--- config.mk ---
export PLATFORM = sky130hd
export DESIGN_NAME = csv_field_splitter_flat
export DESIGN_NICKNAME = d
export VERILOG_FILES = /design/src/rtl/csvfs_pkg.sv /design/src/rtl/csvfs_in_if.sv /design/src/rtl/csvfs_out_if.sv /design/src/rtl/csvfs_cfg_if.sv /design/src/rtl/csvfs_queue.sv /design/src/rtl/csvfs_front.sv /design/src/rtl/csvfs_back.sv /design/src/rtl/csv_field_splitter.sv /design/src/flat_wrapper.sv
export SDC_FILE = /design/constraint.sdc
export NUM_CORES = 1
export LEC_CHECK = 0
export ABC_AREA = 1
export BUFFER_PORTS_ARGS = -buffer_cell sky130_fd_sc_hd__buf_2
export CORE_ASPECT_RATIO = 1.1
export CORE_MARGIN = 8
export CORE_UTILIZATION = 60
export DETAILED_ROUTE_END_ITERATION = 6
export GPL_TIMING_DRIVEN = 1
export PLACE_DENSITY = 0.77
export SYNTH_ARGS = -nofsm -noshare
export SYNTH_HDL_FRONTEND = slang
export SYNTH_SLANG_ARGS = --single-unit
--- constraint.sdc ---
create_clock -name clk -period 4.2 [get_ports clk]
set_input_delay 0.84 -clock clk [delete_from_list [all_inputs] [get_ports clk]]
set_output_delay 0.84 -clock clk [all_outputs]
set_load 0.05 [all_outputs]
--- src/rtl/csvfs_pkg.sv ---
// ----------------------------------------------------------------------------
// csvfs_pkg
// Shared types, constants and character helpers of the CSV field splitter.
// ----------------------------------------------------------------------------
package csvfs_pkg;

  // default size of the trailing whitespace hold buffer
  localparam int DEF_MAX_PENDING = 16;

  // quote run counter and its saturation bound
  localparam int QRUN_W        = 4;
  localparam int QUOTE_RUN_MAX = 15;

  // most results one item may deliver
  localparam int OUT_LIMIT = 32;

  // entries of the queue between front and back end
  localparam int QUEUE_DEPTH = 2;

  // configuration port
  localparam int CFG_IDX_W  = 1;
  localparam int CFG_DATA_W = 2;

  typedef enum logic [CFG_IDX_W-1:0] {
    REG_FIELD_DELIM = 1'b0,
    REG_QUOTE_SEL   = 1'b1
  } cfg_reg_t;

  // field delimiter and text delimiter codes
  localparam logic [7:0] CH_COMMA  = 8'h2C;
  localparam logic [7:0] CH_SEMI   = 8'h3B;
  localparam logic [7:0] CH_COLON  = 8'h3A;
  localparam logic [7:0] CH_TAB    = 8'h09;
  localparam logic [7:0] CH_DQUOTE = 8'h22;
  localparam logic [7:0] CH_SQUOTE = 8'h27;

  // classified item passed from front to back end
  typedef struct packed {
    logic       eol;
    logic       is_quote;
    logic       is_delim;
    logic       is_ws;
    logic [7:0] ch;
  } csvfs_item_t;

  function automatic logic [7:0] delim_char(input logic [1:0] sel);
    logic [7:0] c;
    case (sel)
      2'd0:    c = CH_COMMA;
      2'd1:    c = CH_SEMI;
      2'd2:    c = CH_COLON;
      default: c = CH_TAB;
    endcase
    return c;
  endfunction

  function automatic logic [7:0] quote_char(input logic sel);
    return sel ? CH_SQUOTE : CH_DQUOTE;
  endfunction

  // whitespace: control codes 9..13, space, next line and no-break space
  function automatic logic is_space(input logic [7:0] c);
    return c inside {[8'd9:8'd13], 8'd32, 8'h85, 8'hA0};
  endfunction

endpackage

--- src/rtl/csvfs_in_if.sv ---
// ----------------------------------------------------------------------------
// csvfs_in_if
// Input item channel: one line byte or an end-of-line marker.
// ----------------------------------------------------------------------------
interface csvfs_in_if;
  logic       valid;
  logic       ready;
  logic       op;
  logic [7:0] ch;

  modport source (output valid, op, ch, input ready);
  modport sink   (input valid, op, ch, output ready);
endinterface

--- src/rtl/csvfs_out_if.sv ---
// ----------------------------------------------------------------------------
// csvfs_out_if
// Result item channel: one field character or a field end marker.
// ----------------------------------------------------------------------------
interface csvfs_out_if;
  logic       valid;
  logic       ready;
  logic [7:0] out_char;
  logic       char_valid;
  logic       field_end;
  logic       line_end;
  logic       field_dropped;
  logic       space_overflow;
  logic       last;

  modport source (output valid, out_char, char_valid, field_end, line_end,
                  field_dropped, space_overflow, last, input ready);
  modport sink   (input valid, out_char, char_valid, field_end, line_end,
                  field_dropped, space_overflow, last, output ready);
endinterface

--- src/rtl/csvfs_cfg_if.sv ---
// ----------------------------------------------------------------------------
// csvfs_cfg_if
// Configuration write channel: register index and write data.
// ----------------------------------------------------------------------------
interface csvfs_cfg_if;
  logic       valid;
  logic       ready;
  logic [0:0] index;
  logic [1:0] data;

  modport source (output valid, index, data, input ready);
  modport sink   (input valid, index, data, output ready);
endinterface

--- src/rtl/csvfs_queue.sv ---
// ----------------------------------------------------------------------------
// csvfs_queue
// Short first-in first-out queue of classified items between the front
// and back end.
// ----------------------------------------------------------------------------
module csvfs_queue (
  input  logic                   clk,
  input  logic                   rst,
  input  logic                   push,
  input  csvfs_pkg::csvfs_item_t push_item,
  output logic                   full,
  input  logic                   pop,
  output csvfs_pkg::csvfs_item_t head,
  output logic                   nonempty
);
  import csvfs_pkg::*;

  localparam int PTR_W = (QUEUE_DEPTH > 1) ? $clog2(QUEUE_DEPTH) : 1;
  localparam int CNT_W = $clog2(QUEUE_DEPTH + 1);

  csvfs_item_t      slots [QUEUE_DEPTH];
  logic [PTR_W-1:0] wr_ptr;
  logic [PTR_W-1:0] rd_ptr;
  logic [CNT_W-1:0] count;
  logic             do_push;
  logic             do_pop;

  assign full     = (count == CNT_W'(QUEUE_DEPTH));
  assign nonempty = (count != '0);
  assign head     = slots[rd_ptr];
  assign do_push  = push && !full;
  assign do_pop   = pop && nonempty;

  // pointers and fill level
  always_ff @(posedge clk) begin
    if (rst) begin
      wr_ptr <= '0;
      rd_ptr <= '0;
      count  <= '0;
    end else begin
      if (do_push) begin
        slots[wr_ptr] <= push_item;
        wr_ptr <= (wr_ptr == PTR_W'(QUEUE_DEPTH - 1)) ? '0 : wr_ptr + PTR_W'(1);
      end
      if (do_pop) begin
        rd_ptr <= (rd_ptr == PTR_W'(QUEUE_DEPTH - 1)) ? '0 : rd_ptr + PTR_W'(1);
      end
      if (do_push && !do_pop) begin
        count <= count + CNT_W'(1);
      end else if (do_pop && !do_push) begin
        count <= count - CNT_W'(1);
      end
    end
  end

endmodule

--- src/rtl/csvfs_front.sv ---
// ----------------------------------------------------------------------------
// csvfs_front
// Accepts input items, classifies each byte against the configured
// delimiters and whitespace, and queues it for the back end.
// ----------------------------------------------------------------------------
module csvfs_front (
  input  logic                   clk,
  input  logic                   rst,
  csvfs_in_if.sink               items,
  input  logic [1:0]             delim_sel,
  input  logic                   quote_sel,
  input  logic                   pop,
  output csvfs_pkg::csvfs_item_t head,
  output logic                   head_valid
);
  import csvfs_pkg::*;

  csvfs_item_t cls;
  logic        full;
  logic [7:0]  delim_c;
  logic [7:0]  quote_c;

  // classify the offered byte; an end-of-line item counts as a delimiter
  always_comb begin
    delim_c      = delim_char(delim_sel);
    quote_c      = quote_char(quote_sel);
    cls.eol      = items.op;
    cls.ch       = items.ch;
    cls.is_quote = !items.op && (items.ch == quote_c);
    cls.is_delim = items.op || (items.ch == delim_c);
    cls.is_ws    = !items.op && is_space(items.ch);
  end

  assign items.ready = !full;

  csvfs_queue u_queue (
    .clk       (clk),
    .rst       (rst),
    .push      (items.valid),
    .push_item (cls),
    .full      (full),
    .pop       (pop),
    .head      (head),
    .nonempty  (head_valid)
  );

endmodule

--- src/rtl/csvfs_back.sv ---
// ----------------------------------------------------------------------------
// csvfs_back
// Field state and result sequencer: plans each item's results, then emits
// held spaces, released quote marks and the closing result one per cycle while the result channel accepts them.
// ----------------------------------------------------------------------------
module csvfs_back #(
  parameter int MAX_PENDING_SPACES = csvfs_pkg::DEF_MAX_PENDING
) (
  input  logic                   clk,
  input  logic                   rst,
  input  csvfs_pkg::csvfs_item_t head,
  input  logic                   head_valid,
  output logic                   pop,
  input  logic                   quote_sel,
  csvfs_out_if.source            results
);
  import csvfs_pkg::*;

  localparam int PC_W     = $clog2(MAX_PENDING_SPACES + 1);
  localparam int IDX_W    = $clog2(MAX_PENDING_SPACES);
  localparam int SPAN     = MAX_PENDING_SPACES + QUOTE_RUN_MAX + 2;
  localparam int CNT_SPAN = (SPAN > OUT_LIMIT + 1) ? SPAN : OUT_LIMIT + 1;
  localparam int CNT_W    = $clog2(CNT_SPAN);

  typedef enum logic [1:0] {S_IDLE, S_SPACE, S_QUOTE, S_FINAL} state_t;
  typedef enum logic [1:0] {F_END, F_DROP, F_CHAR} fin_t;

  // field state
  logic              in_quoted;
  logic [QRUN_W-1:0] quote_run;
  logic              cell_started;
  logic              text_started;
  logic [7:0]        pend [MAX_PENDING_SPACES];
  logic [PC_W-1:0]   pending_count;
  logic              overflow_seen;

  // sequencer
  state_t            state;
  fin_t              fin;
  logic [7:0]        cur_ch;
  logic              cur_ws;
  logic              cur_eol;
  logic [QRUN_W-1:0] nq;
  logic [IDX_W-1:0]  idx;
  logic [CNT_W-1:0]  res_cnt;
  logic [CNT_W-1:0]  res_lim;

  // output register
  logic       out_valid;
  logic [7:0] out_char;
  logic       out_cv;
  logic       out_fe;
  logic       out_le;
  logic       out_fd;
  logic       out_so;
  logic       out_last;

  // plan of a popped item
  logic [QRUN_W-1:0] run_adj;
  logic [QRUN_W-1:0] nq_c;
  logic [QRUN_W-1:0] rem_c;
  fin_t              fin_c;
  logic              char_out;
  logic              flush_c;
  logic              fin_emits;
  logic [CNT_W-1:0]  tot_c;
  logic [CNT_W-1:0]  lim_c;

  // per-cycle result
  logic       advance;
  logic       would_emit;
  logic       emit_en;
  logic       last_c;
  logic [7:0] r_char;
  logic       r_cv;
  logic       r_fe;
  logic       r_le;
  logic       r_fd;
  logic       r_so;

  assign pop = (state == S_IDLE) && head_valid;

  // a closing quote pair before a delimiter in a quoted field is dropped;
  // the rest of the run becomes literal quote characters, one per pair in a quoted field
  always_comb begin
    if (in_quoted && head.is_delim && !quote_run[0] && (quote_run >= QRUN_W'(2))) begin
      run_adj = quote_run - QRUN_W'(2);
    end else begin
      run_adj = quote_run;
    end
    nq_c  = in_quoted ? {1'b0, run_adj[QRUN_W-1:1]} : run_adj;
    rem_c = in_quoted ? {{(QRUN_W-1){1'b0}}, run_adj[0]} : '0;
    if (head.is_delim && (rem_c == '0)) begin
      fin_c = F_END;
    end else if (head.eol) begin
      fin_c = F_DROP;
    end else begin
      fin_c = F_CHAR;
    end
    char_out  = (fin_c == F_CHAR) && !head.is_ws;
    flush_c   = (nq_c != '0) || char_out;
    fin_emits = (fin_c != F_CHAR) || char_out;
    tot_c     = (flush_c ? CNT_W'(pending_count) : '0) + CNT_W'(nq_c)
              + CNT_W'(fin_emits);
    lim_c     = (tot_c > CNT_W'(OUT_LIMIT)) ? CNT_W'(OUT_LIMIT) : tot_c;
  end

  // result of the current sequencer step
  always_comb begin
    advance    = !out_valid || results.ready;
    would_emit = advance && ((state == S_SPACE) || (state == S_QUOTE) ||
                 ((state == S_FINAL) && ((fin != F_CHAR) || !cur_ws)));
    emit_en    = would_emit && (res_cnt < res_lim);
    last_c     = (res_cnt == res_lim - CNT_W'(1));
    r_char = '0;
    r_cv   = 1'b0;
    r_fe   = 1'b0;
    r_le   = 1'b0;
    r_fd   = 1'b0;
    r_so   = 1'b0;
    case (state)
      S_SPACE: begin
        r_char = pend[idx];
        r_cv   = 1'b1;
      end
      S_QUOTE: begin
        r_char = quote_char(quote_sel);
        r_cv   = 1'b1;
      end
      S_FINAL: begin
        case (fin)
          F_END: begin
            r_fe = 1'b1;
            r_le = cur_eol;
            r_so = overflow_seen;
          end
          F_DROP: begin
            r_fe = 1'b1;
            r_le = 1'b1;
            r_fd = 1'b1;
          end
          default: begin
            r_char = cur_ch;
            r_cv   = 1'b1;
          end
        endcase
      end
      default: ;
    endcase
  end

  // state, field state and output register
  always_ff @(posedge clk) begin
    if (rst) begin
      state         <= S_IDLE;
      in_quoted     <= 1'b0;
      quote_run     <= '0;
      cell_started  <= 1'b0;
      text_started  <= 1'b0;
      pending_count <= '0;
      overflow_seen <= 1'b0;
      nq            <= '0;
      idx           <= '0;
      res_cnt       <= '0;
      res_lim       <= '0;
      out_valid     <= 1'b0;
    end else begin
      if (emit_en) begin
        out_valid <= 1'b1;
        out_char  <= r_char;
        out_cv    <= r_cv;
        out_fe    <= r_fe;
        out_le    <= r_le;
        out_fd    <= r_fd;
        out_so    <= r_so;
        out_last  <= last_c;
      end else if (results.ready) begin
        out_valid <= 1'b0;
      end
      if (would_emit) begin
        res_cnt <= res_cnt + CNT_W'(1);
      end

      case (state)
        S_IDLE: begin
          if (head_valid) begin
            if (head.is_quote) begin
              // quote mark: may open a quoted field, run saturates
              if ((quote_run == '0) && !cell_started) begin
                in_quoted <= 1'b1;
              end
              if (quote_run < QRUN_W'(QUOTE_RUN_MAX)) begin
                quote_run <= quote_run + QRUN_W'(1);
              end
            end else begin
              quote_run <= rem_c;
              fin       <= fin_c;
              cur_ch    <= head.ch;
              cur_ws    <= head.is_ws;
              cur_eol   <= head.eol;
              nq        <= nq_c;
              idx       <= '0;
              res_cnt   <= '0;
              res_lim   <= lim_c;
              if (flush_c && (pending_count != '0)) begin
                state <= S_SPACE;
              end else if (nq_c != '0) begin
                state <= S_QUOTE;
              end else begin
                state <= S_FINAL;
              end
            end
          end
        end

        S_SPACE: begin
          // held whitespace proven interior
          if (advance) begin
            idx <= idx + IDX_W'(1);
            if (PC_W'(idx) == pending_count - PC_W'(1)) begin
              pending_count <= '0;
              state         <= (nq != '0) ? S_QUOTE : S_FINAL;
            end
          end
        end

        S_QUOTE: begin
          // released quote marks as literal characters
          if (advance) begin
            cell_started <= 1'b1;
            text_started <= 1'b1;
            nq           <= nq - QRUN_W'(1);
            if (nq == QRUN_W'(1)) begin
              state <= S_FINAL;
            end
          end
        end

        S_FINAL: begin
          if (advance) begin
            state <= S_IDLE;
            case (fin)
              F_END, F_DROP: begin
                in_quoted     <= 1'b0;
                quote_run     <= '0;
                cell_started  <= 1'b0;
                text_started  <= 1'b0;
                pending_count <= '0;
                overflow_seen <= 1'b0;
              end
              default: begin
                cell_started <= 1'b1;
                if (!cur_ws) begin
                  text_started <= 1'b1;
                end else if (text_started) begin
                  // trailing whitespace is held until proven interior
                  if (pending_count < PC_W'(MAX_PENDING_SPACES)) begin
                    pend[pending_count[IDX_W-1:0]] <= cur_ch;
                    pending_count <= pending_count + PC_W'(1);
                  end else begin
                    overflow_seen <= 1'b1;
                  end
                end
              end
            endcase
          end
        end

        default: state <= S_IDLE;
      endcase
    end
  end

  assign results.valid          = out_valid;
  assign results.out_char       = out_char;
  assign results.char_valid     = out_cv;
  assign results.field_end      = out_fe;
  assign results.line_end       = out_le;
  assign results.field_dropped  = out_fd;
  assign results.space_overflow = out_so;
  assign results.last           = out_last;

  // checks on the field state and sequencer
  a_run_bound: assert property (@(posedge clk) disable iff (rst)
    quote_run <= QRUN_W'(QUOTE_RUN_MAX))
    else $error("quote run beyond its bound");

  a_pend_bound: assert property (@(posedge clk) disable iff (rst)
    pending_count <= PC_W'(MAX_PENDING_SPACES))
    else $error("hold buffer count beyond its depth");

  a_pend_text: assert property (@(posedge clk) disable iff (rst)
    (pending_count != '0) |-> text_started)
    else $error("whitespace held before any field text");

  a_quote_cnt: assert property (@(posedge clk) disable iff (rst)
    (state == S_QUOTE) |-> (nq != '0))
    else $error("quote release with nothing left to release");

  a_field_clear: assert property (@(posedge clk) disable iff (rst)
    (emit_en && (state == S_FINAL) && (fin != F_CHAR))
      |=> (!in_quoted && (pending_count == '0) && (quote_run == '0)))
    else $error("field state not cleared after field end");

endmodule

--- src/rtl/csv_field_splitter.sv ---
// An item is accepted into the two-entry queue that decouples the input, then
// popped and planned by the back end; its results are registered onto the
// result channel. A quote mark is only counted when popped; any other item
// then emits its released held spaces and quote marks and its closing result,
// if any. Reset: synchronous; clears field state, queue and output, and selects
// comma and double quote as delimiters; no clearing pass.
// ----------------------------------------------------------------------------
// csv_field_splitter
// Splits one CSV line, fed one byte per item, into trimmed field text with
// quote handling and field and line end markers.
// ----------------------------------------------------------------------------
module csv_field_splitter #(
  parameter int MAX_PENDING_SPACES = csvfs_pkg::DEF_MAX_PENDING
) (
  input  logic        clk,
  input  logic        rst,
  csvfs_in_if.sink    items,
  csvfs_out_if.source results,
  csvfs_cfg_if.sink   cfg
);
  import csvfs_pkg::*;

  logic [1:0]  delim_sel;
  logic        quote_sel;
  csvfs_item_t head;
  logic        head_valid;
  logic        pop;

  assign cfg.ready = 1'b1;

  // configuration registers
  always_ff @(posedge clk) begin
    if (rst) begin
      delim_sel <= '0;
      quote_sel <= 1'b0;
    end else if (cfg.valid) begin
      case (cfg_reg_t'(cfg.index))
        REG_FIELD_DELIM: delim_sel <= cfg.data[1:0];
        REG_QUOTE_SEL:   quote_sel <= cfg.data[0];
        default: ;
      endcase
    end
  end

  csvfs_front u_front (
    .clk        (clk),
    .rst        (rst),
    .items      (items),
    .delim_sel  (delim_sel),
    .quote_sel  (quote_sel),
    .pop        (pop),
    .head       (head),
    .head_valid (head_valid)
  );

  csvfs_back #(
    .MAX_PENDING_SPACES (MAX_PENDING_SPACES)
  ) u_back (
    .clk        (clk),
    .rst        (rst),
    .head       (head),
    .head_valid (head_valid),
    .pop        (pop),
    .quote_sel  (quote_sel),
    .results    (results)
  );

endmodule
--- src/flat_wrapper.sv ---
// flat-port wrapper written by rule: the top's interface ports become plain ports
module csv_field_splitter_flat import csvfs_pkg::*;
#(
  parameter int MAX_PENDING_SPACES = csvfs_pkg::DEF_MAX_PENDING
)
  (clk, rst, items_valid, items_op, items_ch, items_ready, results_valid, results_out_char, results_char_valid, results_field_end, results_line_end, results_field_dropped, results_space_overflow, results_last, results_ready, cfg_valid, cfg_index, cfg_data, cfg_ready);
  csvfs_in_if items_i ();
  csvfs_out_if results_i ();
  csvfs_cfg_if cfg_i ();
  input  logic clk;
  input  logic rst;
  input wire logic [$bits(items_i.valid)-1:0] items_valid;
  input wire logic [$bits(items_i.op)-1:0] items_op;
  input wire logic [$bits(items_i.ch)-1:0] items_ch;
  output wire logic [$bits(items_i.ready)-1:0] items_ready;
  output wire logic [$bits(results_i.valid)-1:0] results_valid;
  output wire logic [$bits(results_i.out_char)-1:0] results_out_char;
  output wire logic [$bits(results_i.char_valid)-1:0] results_char_valid;
  output wire logic [$bits(results_i.field_end)-1:0] results_field_end;
  output wire logic [$bits(results_i.line_end)-1:0] results_line_end;
  output wire logic [$bits(results_i.field_dropped)-1:0] results_field_dropped;
  output wire logic [$bits(results_i.space_overflow)-1:0] results_space_overflow;
  output wire logic [$bits(results_i.last)-1:0] results_last;
  input wire logic [$bits(results_i.ready)-1:0] results_ready;
  input wire logic [$bits(cfg_i.valid)-1:0] cfg_valid;
  input wire logic [$bits(cfg_i.index)-1:0] cfg_index;
  input wire logic [$bits(cfg_i.data)-1:0] cfg_data;
  output wire logic [$bits(cfg_i.ready)-1:0] cfg_ready;
  assign items_i.valid = items_valid;
  assign items_i.op = items_op;
  assign items_i.ch = items_ch;
  assign items_ready = items_i.ready;
  assign results_valid = results_i.valid;
  assign results_out_char = results_i.out_char;
  assign results_char_valid = results_i.char_valid;
  assign results_field_end = results_i.field_end;
  assign results_line_end = results_i.line_end;
  assign results_field_dropped = results_i.field_dropped;
  assign results_space_overflow = results_i.space_overflow;
  assign results_last = results_i.last;
  assign results_i.ready = results_ready;
  assign cfg_i.valid = cfg_valid;
  assign cfg_i.index = cfg_index;
  assign cfg_i.data = cfg_data;
  assign cfg_ready = cfg_i.ready;
  csv_field_splitter #(.MAX_PENDING_SPACES(MAX_PENDING_SPACES)) u_core (.clk(clk), .rst(rst), .items(items_i), .results(results_i), .cfg(cfg_i));
endmodule
Yosys cells after proc, flatten, opt, wreduce, memory -nomap -nowiden
Memories as Yosys holds them, arrays and structs flattened. A register that Yosys moved wholly into a read port is not among the register bits.
Cells that the tools add are included.
- memory bits (writable): 152
- register bits: 69
- memories: 2
- bits in read-only memories: 0
- input bits: 17
- latch bits: 0
- logic and storage cells: 249
- output and inout bits: 17
- equality and inequality tests: 34
- reductions and logical operators: 70
- divide/modulo/power cells: 0
- multiplexer cells: 91
- bitwise logic cells: 3
- multiply operators: 0
- $lt $le $gt $ge: 7
- add/subtract/negate cells: 14
- shifts and indexed selects: 0
- memory list (name ; depth ; bits a word ; read ports ; clocked after memory_dff ; wr ports ; RTL line ; text):
    u_core.u_back.pend ; 16 ; 8 ; 1 ; 1 ; 1 ; csvfs_back.sv:33 ; logic [7:0] pend [MAX_PENDING_SPACES];
    u_core.u_front.u_queue.slots ; 2 ; 12 ; 1 ; 1 ; 1 ; csvfs_queue.sv:21 ; csvfs_item_t slots [QUEUE_DEPTH];
- operator list (kind ; number):
    $mux W4 ; 15
    $mux W5 ; 8
    $mux W1 ; 37
    $mux W6 ; 5
    $mux W2 ; 12
    $pmux W4 S2 ; 3
    $pmux W8 S3 ; 1
    $reduce_bool A2 Y1 ; 10
    $logic_and A1 B1 Y1 ; 18
    $ne A2 B2 Y1 const B ; 9
    $pmux W6 S3 ; 1
    $eq A8 B8 Y1 ; 2
    $eq A8 B8 Y1 const B ; 2
    $reduce_and A4 Y1 ; 4
    $reduce_and A7 Y1 ; 2
    $ne A3 B3 Y1 const B ; 4
    $reduce_bool A4 Y1 ; 3
    $eq A2 B2 Y1 const B ; 5
    $pmux W1 S2 ; 5
    $pmux W5 S2 ; 1
    $reduce_and A5 Y1 ; 2
    $logic_not A1 Y1 ; 9
    $add A4 B1 Y4 const B ; 2
    $eq A8 B6 Y1 const B ; 1
    other kinds (36) ; 58

Depth between registers and ports, before layout
- depth in word-level cells: 16
- gate-level depth with buffers: 22
- mapped depth without buffers: 22

Cells and area by module
Synthesis repeated with hierarchy kept, for this count alone.
- cells, all modules: 979
- area, all modules: 10347.4 sq um
- by module, submodules not included (module ; instances ; area an instance (sq um) ; cells each ; seq. area each (sq um)):
    csvfs_back ; 1 ; 8821.0 ; 828 ; 5425.2
    csvfs_queue ; 1 ; 1128.6 ; 75 ; 820.8
    csvfs_front ; 1 ; 251.5 ; 53 ; 0.0
    csv_field_splitter ; 1 ; 146.4 ; 23 ; 60.1

Worst setup path after synthesis
Ideal clock, no wire load.
- path kind: flip-flop to flip-flop
- start point: register u_core.u_back.quote_run[0]
- end point: register u_core.u_back.res_lim[2]
- data arrival time: 2.811 ns
- period minus slack after synthesis: 2.923 ns
- library setup time: 0.112 ns
- data required time: 4.088 ns
- path buffers: 0
- path slack: 1.277 ns
- stages on the path, launching flop included: 22
- path through: dfxtp_1 inv_1 ha_1 nor2_1 nand2_1 nand3_1 nand2_1 nand3_1 nand2_2 nor2_4 nand3_4 nand2_1 inv_1 fa_1 inv_1 fa_1 nand2_1 a21oi_1 nand3_2 nand2_2 nand2_1 nand2_1
- cells in the longest elaborated chain, start to end: 16
- elaborated cells between the ends (all ways): 22
- those cells by class: add/sub: 3; order compare: 2; eq/ne: 2; mux: 6; reduce/logical: 9
- RTL lines (element ; RTL line ; text):
    start: declaration ; csvfs_back.sv:30 ; logic [QRUN_W-1:0] quote_run;
    start signal: assignment ; csvfs_back.sv:193 ; quote_run <= quote_run + QRUN_W'(1);
    start signal: assignment ; csvfs_back.sv:196 ; quote_run <= rem_c;
    branches (longest 3 deep; another with $ge A4 B2 Y1) ; n/a ;
    $mux W4 * ; csvfs_back.sv:86 ; if (in_quoted && head.is_delim && !quote_run[0] && (quote_run >= QRUN_W'(2))) begin
    $mux W1 ; csvfs_back.sv:92 ; rem_c = in_quoted ? {{(QRUN_W-1){1'b0}}, run_adj[0]} : '0;
    $logic_not A4 Y1 ; csvfs_back.sv:93 ; if (head.is_delim && (rem_c == '0)) begin
    $logic_and A1 B1 Y1 ; csvfs_back.sv:93 ;
    $mux W2 ; csvfs_back.sv:93 ;
    $eq A2 B2 Y1 ; csvfs_back.sv:100 ; char_out = (fin_c == F_CHAR) && !head.is_ws;
    $logic_and A1 B1 Y1 ; csvfs_back.sv:100 ;
    $logic_or A1 B1 Y1 ; csvfs_back.sv:101 ; flush_c = (nq_c != '0) || char_out;
    $mux W5 ; csvfs_back.sv:103 ; tot_c = (flush_c ? CNT_W'(pending_count) : '0) + CNT_W'(nq_c)
    $add A5 B4 Y6 ; csvfs_back.sv:103 ;
    $add A6 B1 Y6 * ; csvfs_back.sv:104 ; + CNT_W'(fin_emits);
    $gt A6 B6 Y1 ; csvfs_back.sv:105 ; lim_c = (tot_c > CNT_W'(OUT_LIMIT)) ? CNT_W'(OUT_LIMIT) : tot_c;
    $mux W6 * ; csvfs_back.sv:105 ;
    end signal: assignment ; csvfs_back.sv:204 ; res_lim <= lim_c;
    end: declaration ; csvfs_back.sv:46 ; logic [CNT_W-1:0] res_lim;
Mark *: on every way between the ends.
A chain may end at the register's enable or synchronous reset.

==> flow_metrics.py <==
metrics = {
    "worst_setup_path": {
        "critPathTopFamily": "simple AND/OR/NAND/NOR gates",
        "cp_common_cell": "nand2_1",
        "crit_type": "flip-flop to flip-flop",
        "crit_path_end_kind": "flip-flop",
        "crit_buf_inv": 4,
        "max_stage_delay_ps": 610,
        "reg2reg_slack_ps": 940,
        "crit_chain": "inv_2, nand2_1, nand2_2, nand2_2, clkinv_2, nand3_1, nand2_1, a21oi_2, nand3_4, nand2_1, inv_1, fa_1, inv_1, fa_1, nand2_1, a21oi_1, nand3_2, nand2_2, nand2_1, nand2_1",
        "start_kind": "flip-flop",
        "required_ps": 4590,
        "cp_slowest_cell": "dfxtp_1",
        "crit_fanout": 13,
        "arrival_ps": 3640,
    },
    "logic_synthesis": {
        "ys_async_sr_fraction_pct": 0,
        "postSynthAreaPerCell_um2": 10.5,
        "yosys_warnings": 0,
        "ys_ff_latch": 226,
        "yosysTopAreaCellShare_pct": 52.5,
        "synth_area_um2": 10200,
        "yosysMostFrequentCell": "edfxtp_1",
        "syn_inst": 965,
        "synth-seq-area-share_pct": 61.9,
        "ys.flop_type": "edfxtp_1",
        "ys_top_cells_by_count": "edfxtp_1 (178), nor2_1 (135), nand2_1 (115), o21ai_0 (105), inv_1 (78)",
        "synth_cell_type_count": 50,
        "post-synth-top-area-cell": "edfxtp_1",
        "synth_area_leaders": "edfxtp_1 (53%), dfxtp_1 (9.4%), o21ai_0 (5.2%)",
        "synth_fp_nets": 1015,
        "synth_edf_count": 178,
    },
    "global_route": {
        "grt_usage_pct": 20.6,
        "antenna_found_initial": 0,
        "grt_max_degree": 65,
        "grt_pass1_vias": 7036,
        "grt-ovfl-total": 0,
        "grt_pass1_wl_um": 35500,
    },
    "sta": {
        "skew_ps": 21.7,
        "rsz0062_at_grt": "false",
        "finalSetupTns_ps": 0,
        "setup_ws_ps": 943,
        "maxSlewHeadroom_pct": 28.0,
        "period_minus_slack_ps": 3260,
        "max_slew.worst_pin.slew_ps": 1080,
        "setup_viol": 0,
        "post-route-period-util_pct": 77.5,
        "fmax_mhz": 307,
        "hold_viol": 0,
        "finalMaxSlewViolations": 0,
    },
    "route": {
        "drcViolationCount": 0,
        "drtIter0Drc": 697,
        "wl_um": 22000,
        "postRouteAntennaNets": 0,
        "first_pass_iters": 5,
        "wl_per_cell_um": 18.1,
        "vias_per_cell": 5.89,
        "num_vias": 7186,
    },
    "floorplanning": {
        "row_count": 50,
        "coreArea_um2": 16800,
        "io_pins": 34,
        "die_area_um2": 21400,
        "initial_core_util_pct": 60.5,
        "die_y_um": 153,
        "die-width_um": 140,
    },
    "clocking": {
        "cts_max_level": 1,
        "cts_buffers": 22,
        "cts.hold.buffers_added": 0,
        "root_buffer": "clkbuf_16",
        "numClockSinks": 226,
        "clk_latency_ps": 510,
        "clock_path_buffers": 3,
        "cts_tree": "built",
        "cts_resized": 0,
        "cts_setup_buffers": 0,
        "clk_pin_slew_ps": 70,
    },
    "power": {
        "p_leak_nw": 4.10,
        "ir_drop_mv": 0.483,
        "power.density_nw_per_um2": 597,
        "pwr-share-clk_pct": 29.0,
        "p_total_mw": 6.70,
        "switchingPower_mw": 2.33,
        "pwr-share-comb_pct": 28.6,
        "p_seq_share_pct": 42.4,
        "power.internal_mw": 4.38,
        "switching_share_pct": 34.7,
    },
    "placed_design": {
        "place_hpwl_um": 14600,
        "gp_congestion": 0.901,
        "io_buffers": 32,
        "dp_slack_ps": 973,
        "dpl.cell_count": 1179,
    },
    "worst_hold_path": {
        "hold_path.class": "flip-flop to flip-flop",
    },
    "cells_and_area": {
        "drive_above_1_share_pct": 11.0,
        "fillers": 1247,
        "syn_to_final_growth_pct": 10.4,
        "fin_cells": 1219,
        "diodes": 0,
        "final_net_count": 1045,
    },
    "outcome": {
        "status": "complete, no violations",
    },
    "job": {
        "max_cap_violations": 0,
    },
}
==> power by group through the flow <==
stage               registers [mW]  logic (mW)  clock network [mW]
finish                        2.84        1.92                1.94
global route                  2.87        2.16                2.05
CTS                           2.84        1.91                1.97
detailed placement            2.89        1.90                   0
global placement              2.88        1.85                   0
floorplan                     2.90        1.40                   0
==> path summary, 6_finish.rpt <==
kind,start,end,depth (start not counted)
setup / recovery,flip-flop,u_core.u_back.res_lim[1]$_SDFFE_PP0P_,20
hold reg to reg,u_core.u_back.overflow_seen$_SDFFE_PP0P_,u_core.u_back.overflow_seen$_SDFFE_PP0P_,2
setup reg to reg,flip-flop,u_core.u_back.res_lim[1]$_SDFFE_PP0P_,20
hold / removal,u_core.u_back.overflow_seen$_SDFFE_PP0P_,u_core.u_back.overflow_seen$_SDFFE_PP0P_,2
==> per-stage QoR <==
stage                     area [um2]  utilization [%]  hold slack (ps)
final                          11200             66.8              463
after global routing           11200             66.8              473
after CTS                      11200             66.8              459
after detailed placement       10500             62.5              451
after global placement         10500             62.5              436
after floorplan                10200                -              426
==> state kept, by name, summed over array words and instances (netlist names), 2 cells and up, named ones only <==
signal and count:
u_core.u_front.u_queue.slots 24, u_core.u_back.results.out_char 8, u_core.u_front.u_queue.count 2, u_core.u_back.cur_ch 8, u_core.u_back.pending_count 5, u_core.u_back.idx 4
u_core.u_back.res_lim 6, u_core.u_back.pend 128, u_core.u_back.quote_run 4, u_core.delim_sel 2, u_core.u_back.nq 4, u_core.u_back.fin 2
u_core.u_back.res_cnt 6, u_core.u_back.state 2
==> kinds of logic (layout without fill, tap and decap cells) <==
group / Yosys count / in the layout / synth area share (%)
buf+inv: 119 / 165 / 4.49
simple gates: 333 / 333 / 14.1
flops: 226 / 226 / 61.9
fa+ha+maj: 33 / 33 / 4.20
other cells: 1 / 1 / 0.0368
xor+xnor: 22 / 22 / 1.89
compound gates: 231 / 231 / 13.3
==> area by class of cell <==
cell class,count,area [um2],area share (%)
Clock inverter,13,126,1.12
Multi-Input combinational cell,620,3420,30.4
Tap cell,208,260,2.32
Timing Repair Buffer,39,213,1.89
Inverter,86,324,2.88
Sequential cell,226,6310,56.1
Clock buffer,27,589,5.24
==> routing by layer <==
layer	part of all wire, %	global-route usage [%]	up-vias
met5	0	0	-
met4	4.0	9.11	0
met3	6.9	3.10	59
met2	49	35.3	262
met1	40	25.3	3410
li1	-	-	3455
==> layout by cell type (no fill, tap or decap), drive strengths merged, types with 19 or more instances in the layout <==
cell type / n
clkbuf: 27
o22ai: 28
inv: 81
nand3: 27
a21oi: 49
o21ai: 111
edfxtp: 178
ha: 31
nor2: 139
nor3: 19
dfxtp: 48
nand2: 131
buf: 39
==> worst register-to-register path, cell delays in order, from the launching register on <==
cell and delay, ps:
dfxtp_1 610, inv_2 220, nand2_1 120, nand2_2 100, nand2_2 100, clkinv_2 80, nand3_1 90, nand2_1 70
a21oi_2 200, nand3_4 140, nand2_1 80, inv_1 60, fa_1 400, inv_1 80, fa_1 430, nand2_1 90
a21oi_1 50, nand3_2 70, nand2_2 60, nand2_1 60, nand2_1 50
Note: power is estimated with default switching activity, not from simulation.
